**config.mk**
```make
export PLATFORM = sky130hd
export DESIGN_NAME = windowed_reclaim_pressure_level
export DESIGN_NICKNAME = d
export VERILOG_FILES = /design/src/hdl/wrpl_pkg.sv /design/src/hdl/wrpl_div.sv /design/src/hdl/wrpl_dp.sv /design/src/hdl/wrpl_ctrl.sv /design/src/hdl/windowed_reclaim_pressure_level.sv
export SDC_FILE = /design/constraint.sdc
export NUM_CORES = 2
export LEC_CHECK = 0
export ABC_CLOCK_PERIOD_IN_PS = 22400
export BUFFER_PORTS_ARGS = -buffer_cell sky130_fd_sc_hd__buf_2
export CORE_MARGIN = 4
export CORE_UTILIZATION = 50
export DETAILED_ROUTE_END_ITERATION = 12
export GPL_TIMING_DRIVEN = 1
export HOLD_SLACK_MARGIN = 0.03
export PLACE_DENSITY = 0.66
export SYNTH_ARGS = -nofsm -noshare
export SYNTH_HDL_FRONTEND = slang
export SYNTH_SLANG_ARGS = --single-unit
```
**constraint.sdc**
```tcl
create_clock -name aclk -period 22.4 [get_ports aclk]
set_input_delay 5.6 -clock aclk [delete_from_list [all_inputs] [get_ports aclk]]
set_output_delay 5.6 -clock aclk [all_outputs]
set_load 0.02 [all_outputs]
```
**src/hdl/wrpl_pkg.sv**
```systemverilog
`default_nettype none

package wrpl_pkg;

    // Accumulator width default
    localparam int unsigned ACC_WIDTH_DEFAULT = 32;

    // Register reset values
    localparam logic [15:0] WINDOW_RESET = 16'd512;
    localparam logic [6:0]  MED_RESET    = 7'd60;
    localparam logic [6:0]  CRIT_RESET   = 7'd95;
    localparam logic [3:0]  PRIO_RESET   = 4'd3;

    // Percent scale and number of quotient bits of the percent division
    localparam logic [6:0]  PCT_FULL  = 7'd100;
    localparam int unsigned PCT_BITS  = 7;

    // Configuration register indexes
    localparam logic [1:0] CFG_WINDOW_PAGES      = 2'd0;
    localparam logic [1:0] CFG_MEDIUM_PERCENT    = 2'd1;
    localparam logic [1:0] CFG_CRITICAL_PERCENT  = 2'd2;
    localparam logic [1:0] CFG_CRITICAL_PRIORITY = 2'd3;

    // Report kinds
    localparam logic ACTION_RECLAIM  = 1'b0;
    localparam logic ACTION_PRIORITY = 1'b1;

    // Pressure levels
    localparam logic [1:0] LEVEL_LOW      = 2'd0;
    localparam logic [1:0] LEVEL_MEDIUM   = 2'd1;
    localparam logic [1:0] LEVEL_CRITICAL = 2'd2;

    // Controller to datapath commands
    typedef struct packed {
        logic load_in;     // latch the accepted report
        logic apply;       // fold the report into the accumulators
        logic capture;     // snapshot totals, clear accumulators
        logic square;      // register r*r
        logic div1_start;  // r*r / s
        logic subtract;    // s - quotient
        logic scale;       // unsuccessful*100 and s+r
        logic div2_start;  // percent division
        logic emit;        // load the result register
    } wrpl_cmd_t;

    // Datapath to controller status
    typedef struct packed {
        logic applies;   // latched report counts
        logic reached;   // scanned total reached the window
        logic zero_pct;  // reclaimed at least scanned
        logic div_busy;
        logic out_free;  // result register can take a value
    } wrpl_status_t;

endpackage

`default_nettype wire

```
**src/hdl/wrpl_div.sv**
```systemverilog
`default_nettype none

module wrpl_div
    import wrpl_pkg::*;
#(
    parameter int unsigned ACC_WIDTH = ACC_WIDTH_DEFAULT
) (
    input  wire logic                                 aclk,
    input  wire logic                                 aresetn,
    input  wire logic                                 start,
    input  wire logic [$clog2(ACC_WIDTH + 1)-1:0]     steps,
    input  wire logic [ACC_WIDTH:0]                   rem_init,
    input  wire logic [ACC_WIDTH-1:0]                 low_init,
    input  wire logic [ACC_WIDTH:0]                   divisor,
    output logic                                      busy,
    output logic [ACC_WIDTH-1:0]                      quotient
);

    localparam int unsigned W  = ACC_WIDTH;
    localparam int unsigned SW = $clog2(W + 1);

    logic [SW-1:0] count_reg;
    logic [W:0]    rem_reg;
    logic [W-1:0]  low_reg;
    logic [W:0]    dvs_reg;
    logic [W-1:0]  q_reg;

    logic [W+1:0]  trial;
    logic [W+1:0]  diff;
    logic          fits;

    // One restoring step: bring down the next dividend bit, subtract if it fits
    assign trial = {rem_reg, low_reg[W-1]};
    assign diff  = trial - {1'b0, dvs_reg};
    assign fits  = ~diff[W+1];

    always_ff @(posedge aclk) begin
        if (!aresetn) begin
            count_reg <= '0;
        end else if (start) begin
            count_reg <= steps;
        end else if (count_reg != '0) begin
            count_reg <= count_reg - 1'b1;
        end
    end

    always_ff @(posedge aclk) begin
        if (start) begin
            rem_reg <= rem_init;
            low_reg <= low_init;
            dvs_reg <= divisor;
            q_reg   <= '0;
        end else if (count_reg != '0) begin
            rem_reg <= fits ? diff[W:0] : trial[W:0];
            low_reg <= {low_reg[W-2:0], 1'b0};
            q_reg   <= {q_reg[W-2:0], fits};
        end
    end

    assign busy     = (count_reg != '0);
    assign quotient = q_reg;

endmodule

`default_nettype wire

```
**src/hdl/wrpl_dp.sv**
```systemverilog
`default_nettype none

module wrpl_dp
    import wrpl_pkg::*;
#(
    parameter int unsigned ACC_WIDTH = ACC_WIDTH_DEFAULT
) (
    input  wire logic          aclk,
    input  wire logic          aresetn,
    input  wire wrpl_cmd_t     cmd,
    output wrpl_status_t       status,
    input  wire logic          cfg_write,
    input  wire logic [1:0]    cfg_index,
    input  wire logic [15:0]   cfg_data,
    input  wire logic          s_action,
    input  wire logic          s_alloc_qualifies,
    input  wire logic [15:0]   s_scanned_pages,
    input  wire logic [15:0]   s_reclaimed_pages,
    input  wire logic [3:0]    s_priority_req,
    output logic               m_valid,
    input  wire logic          m_ready,
    output logic [1:0]         m_level,
    output logic [6:0]         m_pressure_percent
);

    localparam int unsigned W  = ACC_WIDTH;
    localparam int unsigned NW = W + PCT_BITS;
    localparam int unsigned SW = $clog2(W + 1);

    // Configuration
    logic [15:0] window_reg;
    logic [6:0]  med_reg;
    logic [6:0]  crit_reg;
    logic [3:0]  prio_reg;

    // Latched report
    logic        in_action_reg;
    logic        in_qual_reg;
    logic [15:0] in_sc_reg;
    logic [15:0] in_rc_reg;
    logic [3:0]  in_prio_reg;

    // Accumulators and evaluation registers
    logic [W-1:0]    acc_s_reg;
    logic [W-1:0]    acc_r_reg;
    logic [W-1:0]    s_reg;
    logic [W-1:0]    r_reg;
    logic            zero_reg;
    logic [2*W-1:0]  prod_reg;
    logic [W-1:0]    unsucc_reg;
    logic [NW-1:0]   num_reg;
    logic [W:0]      scale_reg;

    // Result register
    logic            out_valid_reg;
    logic [1:0]      out_level_reg;
    logic [6:0]      out_pct_reg;

    logic            prio_skip;
    logic [15:0]     sc_eff;
    logic [15:0]     rc_eff;
    logic            applies;
    logic [W:0]      sum_s;
    logic [W:0]      sum_r;

    logic            div_start;
    logic [SW-1:0]   div_steps;
    logic [W:0]      div_rem_init;
    logic [W-1:0]    div_low_init;
    logic [W:0]      div_divisor;
    logic            div_busy;
    logic [W-1:0]    div_q;

    logic [6:0]      pct;
    logic [1:0]      level;

    always_ff @(posedge aclk) begin
        if (!aresetn) begin
            window_reg <= WINDOW_RESET;
            med_reg    <= MED_RESET;
            crit_reg   <= CRIT_RESET;
            prio_reg   <= PRIO_RESET;
        end else if (cfg_write) begin
            unique case (cfg_index)
                CFG_WINDOW_PAGES:      window_reg <= cfg_data;
                CFG_MEDIUM_PERCENT:    med_reg    <= cfg_data[6:0];
                CFG_CRITICAL_PERCENT:  crit_reg   <= cfg_data[6:0];
                CFG_CRITICAL_PRIORITY: prio_reg   <= cfg_data[3:0];
                default:               ;
            endcase
        end
    end

    always_ff @(posedge aclk) begin
        if (cmd.load_in) begin
            in_action_reg <= s_action;
            in_qual_reg   <= s_alloc_qualifies;
            in_sc_reg     <= s_scanned_pages;
            in_rc_reg     <= s_reclaimed_pages;
            in_prio_reg   <= s_priority_req;
        end
    end

    // A priority report at or below the threshold stands for a full window, nothing reclaimed
    assign prio_skip = (in_action_reg == ACTION_PRIORITY) && (in_prio_reg > prio_reg);
    assign sc_eff    = (in_action_reg == ACTION_PRIORITY) ? window_reg : in_sc_reg;
    assign rc_eff    = (in_action_reg == ACTION_PRIORITY) ? 16'd0 : in_rc_reg;
    assign applies   = in_qual_reg && !prio_skip && (sc_eff != 16'd0);

    assign sum_s = {1'b0, acc_s_reg} + {{(W-15){1'b0}}, sc_eff};
    assign sum_r = {1'b0, acc_r_reg} + {{(W-15){1'b0}}, rc_eff};

    always_ff @(posedge aclk) begin
        if (!aresetn) begin
            acc_s_reg <= '0;
            acc_r_reg <= '0;
        end else if (cmd.capture) begin
            acc_s_reg <= '0;
            acc_r_reg <= '0;
        end else if (cmd.apply && applies) begin
            acc_s_reg <= sum_s[W] ? {W{1'b1}} : sum_s[W-1:0];
            acc_r_reg <= sum_r[W] ? {W{1'b1}} : sum_r[W-1:0];
        end
    end

    always_ff @(posedge aclk) begin
        if (cmd.capture) begin
            s_reg    <= acc_s_reg;
            r_reg    <= acc_r_reg;
            zero_reg <= (acc_r_reg >= acc_s_reg);
        end
        if (cmd.square) begin
            prod_reg <= r_reg * r_reg;
        end
        if (cmd.subtract) begin
            unsucc_reg <= s_reg - div_q;
        end
        if (cmd.scale) begin
            num_reg   <= unsucc_reg * PCT_FULL;
            scale_reg <= {1'b0, s_reg} + {1'b0, r_reg};
        end
    end

    // Shared divider: r*r/s (quotient below 2^W), then unsuccessful*100/scale (below 2^7)
    always_comb begin
        div_start = cmd.div1_start | cmd.div2_start;
        if (cmd.div2_start) begin
            div_steps    = SW'(PCT_BITS);
            div_rem_init = {1'b0, num_reg[NW-1:PCT_BITS]};
            div_low_init = {num_reg[PCT_BITS-1:0], {(W-PCT_BITS){1'b0}}};
            div_divisor  = scale_reg;
        end else begin
            div_steps    = SW'(W);
            div_rem_init = {1'b0, prod_reg[2*W-1:W]};
            div_low_init = prod_reg[W-1:0];
            div_divisor  = {1'b0, s_reg};
        end
    end

    wrpl_div #(
        .ACC_WIDTH (ACC_WIDTH)
    ) u_div (
        .aclk      (aclk),
        .aresetn   (aresetn),
        .start     (div_start),
        .steps     (div_steps),
        .rem_init  (div_rem_init),
        .low_init  (div_low_init),
        .divisor   (div_divisor),
        .busy      (div_busy),
        .quotient  (div_q)
    );

    assign pct = zero_reg ? 7'd0 : div_q[PCT_BITS-1:0];

    // Critical is tested first
    always_comb begin
        if (pct >= crit_reg) begin
            level = LEVEL_CRITICAL;
        end else if (pct >= med_reg) begin
            level = LEVEL_MEDIUM;
        end else begin
            level = LEVEL_LOW;
        end
    end

    always_ff @(posedge aclk) begin
        if (!aresetn) begin
            out_valid_reg <= 1'b0;
        end else if (cmd.emit) begin
            out_valid_reg <= 1'b1;
        end else if (m_ready) begin
            out_valid_reg <= 1'b0;
        end
    end

    always_ff @(posedge aclk) begin
        if (cmd.emit) begin
            out_level_reg <= level;
            out_pct_reg   <= pct;
        end
    end

    assign status.applies  = applies;
    assign status.reached  = (acc_s_reg >= {{(W-16){1'b0}}, window_reg});
    assign status.zero_pct = zero_reg;
    assign status.div_busy = div_busy;
    assign status.out_free = !out_valid_reg || m_ready;

    assign m_valid            = out_valid_reg;
    assign m_level            = out_level_reg;
    assign m_pressure_percent = out_pct_reg;

endmodule

`default_nettype wire

```
**src/hdl/wrpl_ctrl.sv**
```systemverilog
`default_nettype none

module wrpl_ctrl
    import wrpl_pkg::*;
(
    input  wire logic          aclk,
    input  wire logic          aresetn,
    input  wire logic          s_valid,
    output logic               s_ready,
    output wrpl_cmd_t          cmd,
    input  wire wrpl_status_t  status
);

    localparam logic [3:0] ST_IDLE      = 4'd0;
    localparam logic [3:0] ST_APPLY     = 4'd1;
    localparam logic [3:0] ST_CHECK     = 4'd2;
    localparam logic [3:0] ST_SQUARE    = 4'd3;
    localparam logic [3:0] ST_DIV1_GO   = 4'd4;
    localparam logic [3:0] ST_DIV1_WAIT = 4'd5;
    localparam logic [3:0] ST_SUBTRACT  = 4'd6;
    localparam logic [3:0] ST_SCALE     = 4'd7;
    localparam logic [3:0] ST_DIV2_GO   = 4'd8;
    localparam logic [3:0] ST_DIV2_WAIT = 4'd9;
    localparam logic [3:0] ST_EMIT      = 4'd10;

    logic [3:0] state_reg;
    logic [3:0] state_next;

    always_ff @(posedge aclk) begin
        if (!aresetn) begin
            state_reg <= ST_IDLE;
        end else begin
            state_reg <= state_next;
        end
    end

    always_comb begin
        state_next = state_reg;
        cmd        = '0;
        s_ready    = 1'b0;
        unique case (state_reg)
            ST_IDLE: begin
                s_ready = 1'b1;
                if (s_valid) begin
                    cmd.load_in = 1'b1;
                    state_next  = ST_APPLY;
                end
            end
            ST_APPLY: begin
                cmd.apply  = 1'b1;
                state_next = status.applies ? ST_CHECK : ST_IDLE;
            end
            ST_CHECK: begin
                if (status.reached) begin
                    cmd.capture = 1'b1;
                    state_next  = ST_SQUARE;
                end else begin
                    state_next  = ST_IDLE;
                end
            end
            ST_SQUARE: begin
                cmd.square = 1'b1;
                state_next = status.zero_pct ? ST_EMIT : ST_DIV1_GO;
            end
            ST_DIV1_GO: begin
                cmd.div1_start = 1'b1;
                state_next     = ST_DIV1_WAIT;
            end
            ST_DIV1_WAIT: begin
                if (!status.div_busy) begin
                    state_next = ST_SUBTRACT;
                end
            end
            ST_SUBTRACT: begin
                cmd.subtract = 1'b1;
                state_next   = ST_SCALE;
            end
            ST_SCALE: begin
                cmd.scale  = 1'b1;
                state_next = ST_DIV2_GO;
            end
            ST_DIV2_GO: begin
                cmd.div2_start = 1'b1;
                state_next     = ST_DIV2_WAIT;
            end
            ST_DIV2_WAIT: begin
                if (!status.div_busy) begin
                    state_next = ST_EMIT;
                end
            end
            ST_EMIT: begin
                if (status.out_free) begin
                    cmd.emit   = 1'b1;
                    state_next = ST_IDLE;
                end
            end
            default: begin
                state_next = ST_IDLE;
            end
        endcase
    end

endmodule

`default_nettype wire

```
**src/hdl/windowed_reclaim_pressure_level.sv**
```systemverilog
// Channel  | Ports                                              | Direction
// ---------+----------------------------------------------------+----------
// report   | s_valid/s_ready, s_action, s_alloc_qualifies,      | in
//          | s_scanned_pages, s_reclaimed_pages, s_priority_req |
// result   | m_valid/m_ready, m_level, m_pressure_percent       | out
// config   | cfg_valid/cfg_ready, cfg_index, cfg_data           | in
//
// Between a transfer and the next s_ready, an ignored report, one that stays below
// the window and one with reclaimed >= scanned each take a shorter path than a full
// evaluation, whose length is set by two passes through one bit-per-cycle restoring
// divider (ACC_WIDTH steps for r*r/s, 7 for the percent).
// A due result holds the block only while the previous one still waits on m_ready.
// Reset is synchronous, active low: register defaults, accumulators cleared.
`default_nettype none

module windowed_reclaim_pressure_level
    import wrpl_pkg::*;
#(
    parameter int unsigned ACC_WIDTH = ACC_WIDTH_DEFAULT
) (
    input  wire logic          aclk,
    input  wire logic          aresetn,

    input  wire logic          cfg_valid,
    output logic               cfg_ready,
    input  wire logic [1:0]    cfg_index,
    input  wire logic [15:0]   cfg_data,

    input  wire logic          s_valid,
    output logic               s_ready,
    input  wire logic          s_action,
    input  wire logic          s_alloc_qualifies,
    input  wire logic [15:0]   s_scanned_pages,
    input  wire logic [15:0]   s_reclaimed_pages,
    input  wire logic [3:0]    s_priority_req,

    output logic               m_valid,
    input  wire logic          m_ready,
    output logic [1:0]         m_level,
    output logic [6:0]         m_pressure_percent
);

    wrpl_cmd_t    cmd;
    wrpl_status_t status;

    // Register writes are always taken; software writes only while idle
    assign cfg_ready = 1'b1;

    // Sequencer: one report at a time, steps the datapath through the evaluation
    wrpl_ctrl u_ctrl (
        .aclk    (aclk),
        .aresetn (aresetn),
        .s_valid (s_valid),
        .s_ready (s_ready),
        .cmd     (cmd),
        .status  (status)
    );

    // Accumulators, multiplier, shared divider, grading and result register
    wrpl_dp #(
        .ACC_WIDTH (ACC_WIDTH)
    ) u_dp (
        .aclk               (aclk),
        .aresetn            (aresetn),
        .cmd                (cmd),
        .status             (status),
        .cfg_write          (cfg_valid && cfg_ready),
        .cfg_index          (cfg_index),
        .cfg_data           (cfg_data),
        .s_action           (s_action),
        .s_alloc_qualifies  (s_alloc_qualifies),
        .s_scanned_pages    (s_scanned_pages),
        .s_reclaimed_pages  (s_reclaimed_pages),
        .s_priority_req     (s_priority_req),
        .m_valid            (m_valid),
        .m_ready            (m_ready),
        .m_level            (m_level),
        .m_pressure_percent (m_pressure_percent)
    );

endmodule

`default_nettype wire

```
==> flow_metrics.env <==
export IMPL_post_drt_via_cell_ratio=5.54
export IMPL_worstPathRequired_ns=22.79
export IMPL_ys_ff_latch=516
export IMPL_worst_slack_ns=13.49
export IMPL_drt_iter0_markers=3238
export IMPL_synthFlopType="edfxtp_1"
export IMPL_largest_reg_flops=63
export IMPL_grtUsageTotal_pct=25.5
export IMPL_ant_nets=0
export IMPL_antenna_found_initial=2
export IMPL_instances_no_fill=7684
export IMPL_multiInputGateArea_sq_um=39700
export IMPL_ys_types=88
export IMPL_cts_buffer_depth=3
export IMPL_worst_setup_path_start_kind="register"
export IMPL_hp_class="reg2reg"
export IMPL_worstSetupEndpointType="register"
export IMPL_synth_area_leader_cell="fa_1"
export IMPL_critical_path_max_fanout=33
export IMPL_cts_hold_buf=0
export IMPL_wl_met3_mm=9.63
export IMPL_status="finished, final reports clean"
export IMPL_synth_most_common_cell="inv_1"
export IMPL_finalCritPeriodShare_pct=39.8
export IMPL_die_width_um=353
export IMPL_min_from="u_dp.u_div.quotient[21]"
export IMPL_dp_slack_ns=13.65
export IMPL_wl_per_cell_um=20.4
export IMPL_wl_met1_mm=68.2
export IMPL_die_area_sq_um=124000
export IMPL_seq_area_frac_synth_pct=23.7
export IMPL_hold_depth=2
export IMPL_period_minus_slack_ns=8.91
export IMPL_row_count=126
export IMPL_ys_async_sr_fraction_pct=0
export IMPL_finalSetupTns_ns=0
export IMPL_fillers=10500
export IMPL_syn_area_sq_um=59400
export IMPL_synth_area_leaders="fa_1 (28%), edfxtp_1 (19%), ha_1 (12%)"
export IMPL_post_cts_buffers=0
export IMPL_path_class="reg2reg"
export IMPL_cts_htree_levels=2
export IMPL_yosysWarnings=0
export IMPL_worstRegToRegCells=27
export IMPL_worstMarginPinSlew_ns=1.29
export IMPL_grt_overflow_total=0
export IMPL_ios=73
export IMPL_cts_buffers=58
export IMPL_reg2reg_from="u_dp.r_reg[14]"
export IMPL_layout_drive_gt1_share_pct=4.56
export IMPL_finalMaxSlewViolations=0
export IMPL_r2r_end="u_dp.prod_reg[63]"
export IMPL_ff2ff_setup_slack_ns=13.49
export IMPL_hold_violations=0
export IMPL_numClockSinks=516
export IMPL_cp_arrival_ns=9.30
export IMPL_post_dp_hpwl_mm=121
export IMPL_synth_nets=7611
export IMPL_dr_wl_met2_mm=73.5
export IMPL_grt_pass1_vias=44200
export IMPL_start_util_pct=50.3
export IMPL_numPortBuffers=71
export IMPL_dr_pass1_iters=6
export IMPL_worst_clock_skew_ns=0.0488
export IMPL_clk_latency_ns=0.66
export IMPL_gp_congestion=0.948
export IMPL_cts_root_buffer="clkbuf_16"
export IMPL_grt_pass1_wl_mm=249
export IMPL_synth_top_area_share_pct=27.8
export IMPL_cts_tree="done"
export IMPL_setup_viol=0
export IMPL_avgSynthCellArea_sq_um=9.69
export IMPL_clk_pin_slew_worst_paths_ns=0.07
export IMPL_layout_area_seq_sq_um=14100
export IMPL_grt_max_degree=90
export IMPL_whs_endpoint="u_dp.u_div.quotient[21]"
export IMPL_cts_resized=0
export IMPL_critical_path_startpoint="u_dp.r_reg[14]"
export IMPL_synth_edf_count=375
export IMPL_area_delta_synth_final_pct=6.37
export IMPL_fin_nets=7580
export IMPL_yosys_top_cells_count="inv_1 (1,295), fa_1 (824), nand2_1 (643)"
export IMPL_dp_cells=7578
export IMPL_drcViolationCount=0
export IMPL_syn_inst=6133
export IMPL_vias=42600
export IMPL_wl_mm=157
export IMPL_fmax_ghz=0.112
export IMPL_die_h_um=353
export IMPL_maxSlewHeadroom_pct=13.1
export IMPL_top_layer="met5"
export IMPL_rsz0062_at_grt="no"
export IMPL_drv_cap=0
export IMPL_core_area_sq_um=118000
[routing by layer]
layer	track usage, %	up-vias
met5	0	-
met3	3.37	266
met4	8.33	2
met2	41.7	1233
li1	-	19700
met1	35.2	21400
[how the worst max path moves through the flow]
stage,slack (ns),endpoint,depth (start not counted)
finish,13.49,u_dp.prod_reg[63],27
global route,13.20,u_dp.prod_reg[63],26
CTS,13.61,u_dp.prod_reg[63],27
detailed placement,13.65,u_dp.prod_reg[63],27
global placement,13.76,u_dp.prod_reg[63],27
floorplan,14.59,u_dp.prod_reg[63],28
[metrics by stage]
| step | hold WS (ns) | util (%) | instance area [sq um] |
|---|---|---|---|
| 5_1_grt | 0.492 | 53.5 | 63200 |
| 2_1_floorplan | 0.431 | - | 59400 |
| 3_5_place_dp | 0.463 | 51.9 | 61300 |
| 6_report | 0.471 | 53.5 | 63200 |
| 4_1_cts | 0.470 | 53.5 | 63200 |
| 3_3_place_gp | 0.454 | 51.9 | 61300 |
[logic make-up (layout without fill, tap and decap cells)]
logic type / Yosys count / count (layout) / share of synthesized area [%]
compound gates: 989 / 989 / 10.6
xor+xnor: 252 / 252 / 3.71
fa+ha+maj: 1417 / 1417 / 40.2
buf+inv: 1509 / 1523 / 9.60
flops: 516 / 516 / 23.7
mux: 48 / 48 / 0.844
other cells: 1 / 2 / 0.00631
simple gates: 1401 / 1401 / 11.3
[cell type report]
class / count / share of cell area (%)
Inverter: 1296 / 7.70
Antenna cell: 1 / 0.00396
Multi-Input combinational cell: 4108 / 62.9
Clock inverter: 30 / 0.435
Sequential cell: 516 / 22.3
Tap cell: 1536 / 3.04
Clock buffer: 75 / 2.53
Timing Repair Buffer: 122 / 1.17
[critical path, stage by stage (launching register included)]
cell and delay (ns):
edfxtp_1 0.33, buf_4 0.52, nand2_1 0.23, xor2_1 0.21, ha_1 0.19, o21bai_1 0.18, fa_1 0.56, inv_1 0.06
fa_1 0.48, fa_1 0.54, inv_1 0.05, fa_1 0.49, inv_1 0.06, fa_1 0.53, inv_1 0.05, fa_1 0.49
fa_1 0.41, ha_1 0.43, a21oi_1 0.13, o21ai_0 0.58, o22ai_1 0.22, a21oi_2 0.34, o21ai_2 0.16, o21ai_4 0.23
a31oi_1 0.18, o41a_1 0.51, o41ai_2 0.37, xnor2_1 0.09
[cells in the final DEF (no fill, tap or decap), types with 20 or more instances in the layout]
| cell type | instances |
|---|---|
| and2_1 | 239 |
| nor2_1 | 166 |
| ha_1 | 593 |
| nor3_1 | 39 |
| clkbuf_16 | 59 |
| a22oi_1 | 37 |
| and3_1 | 28 |
| o21a_1 | 30 |
| buf_4 | 51 |
| a21boi_0 | 25 |
| edfxtp_1 | 375 |
| nand2_1 | 642 |
| a31oi_1 | 48 |
| nand4_1 | 30 |
| nand3_1 | 56 |
| mux2i_1 | 31 |
| a211oi_1 | 33 |
| inv_1 | 1294 |
| nand2b_1 | 40 |
| a21o_1 | 115 |
| buf_2 | 71 |
| dfxtp_1 | 141 |
| nor2b_1 | 63 |
| a21oi_1 | 289 |
| fa_1 | 824 |
| o211ai_1 | 20 |
| nor4_1 | 24 |
| xnor2_1 | 156 |
| o21bai_1 | 35 |
| xor2_1 | 96 |
| o21ai_0 | 214 |
Power is left out: the tool's default activity adds up to more than one toggle a clock period on the data nets, which glitch-free logic cannot reach.
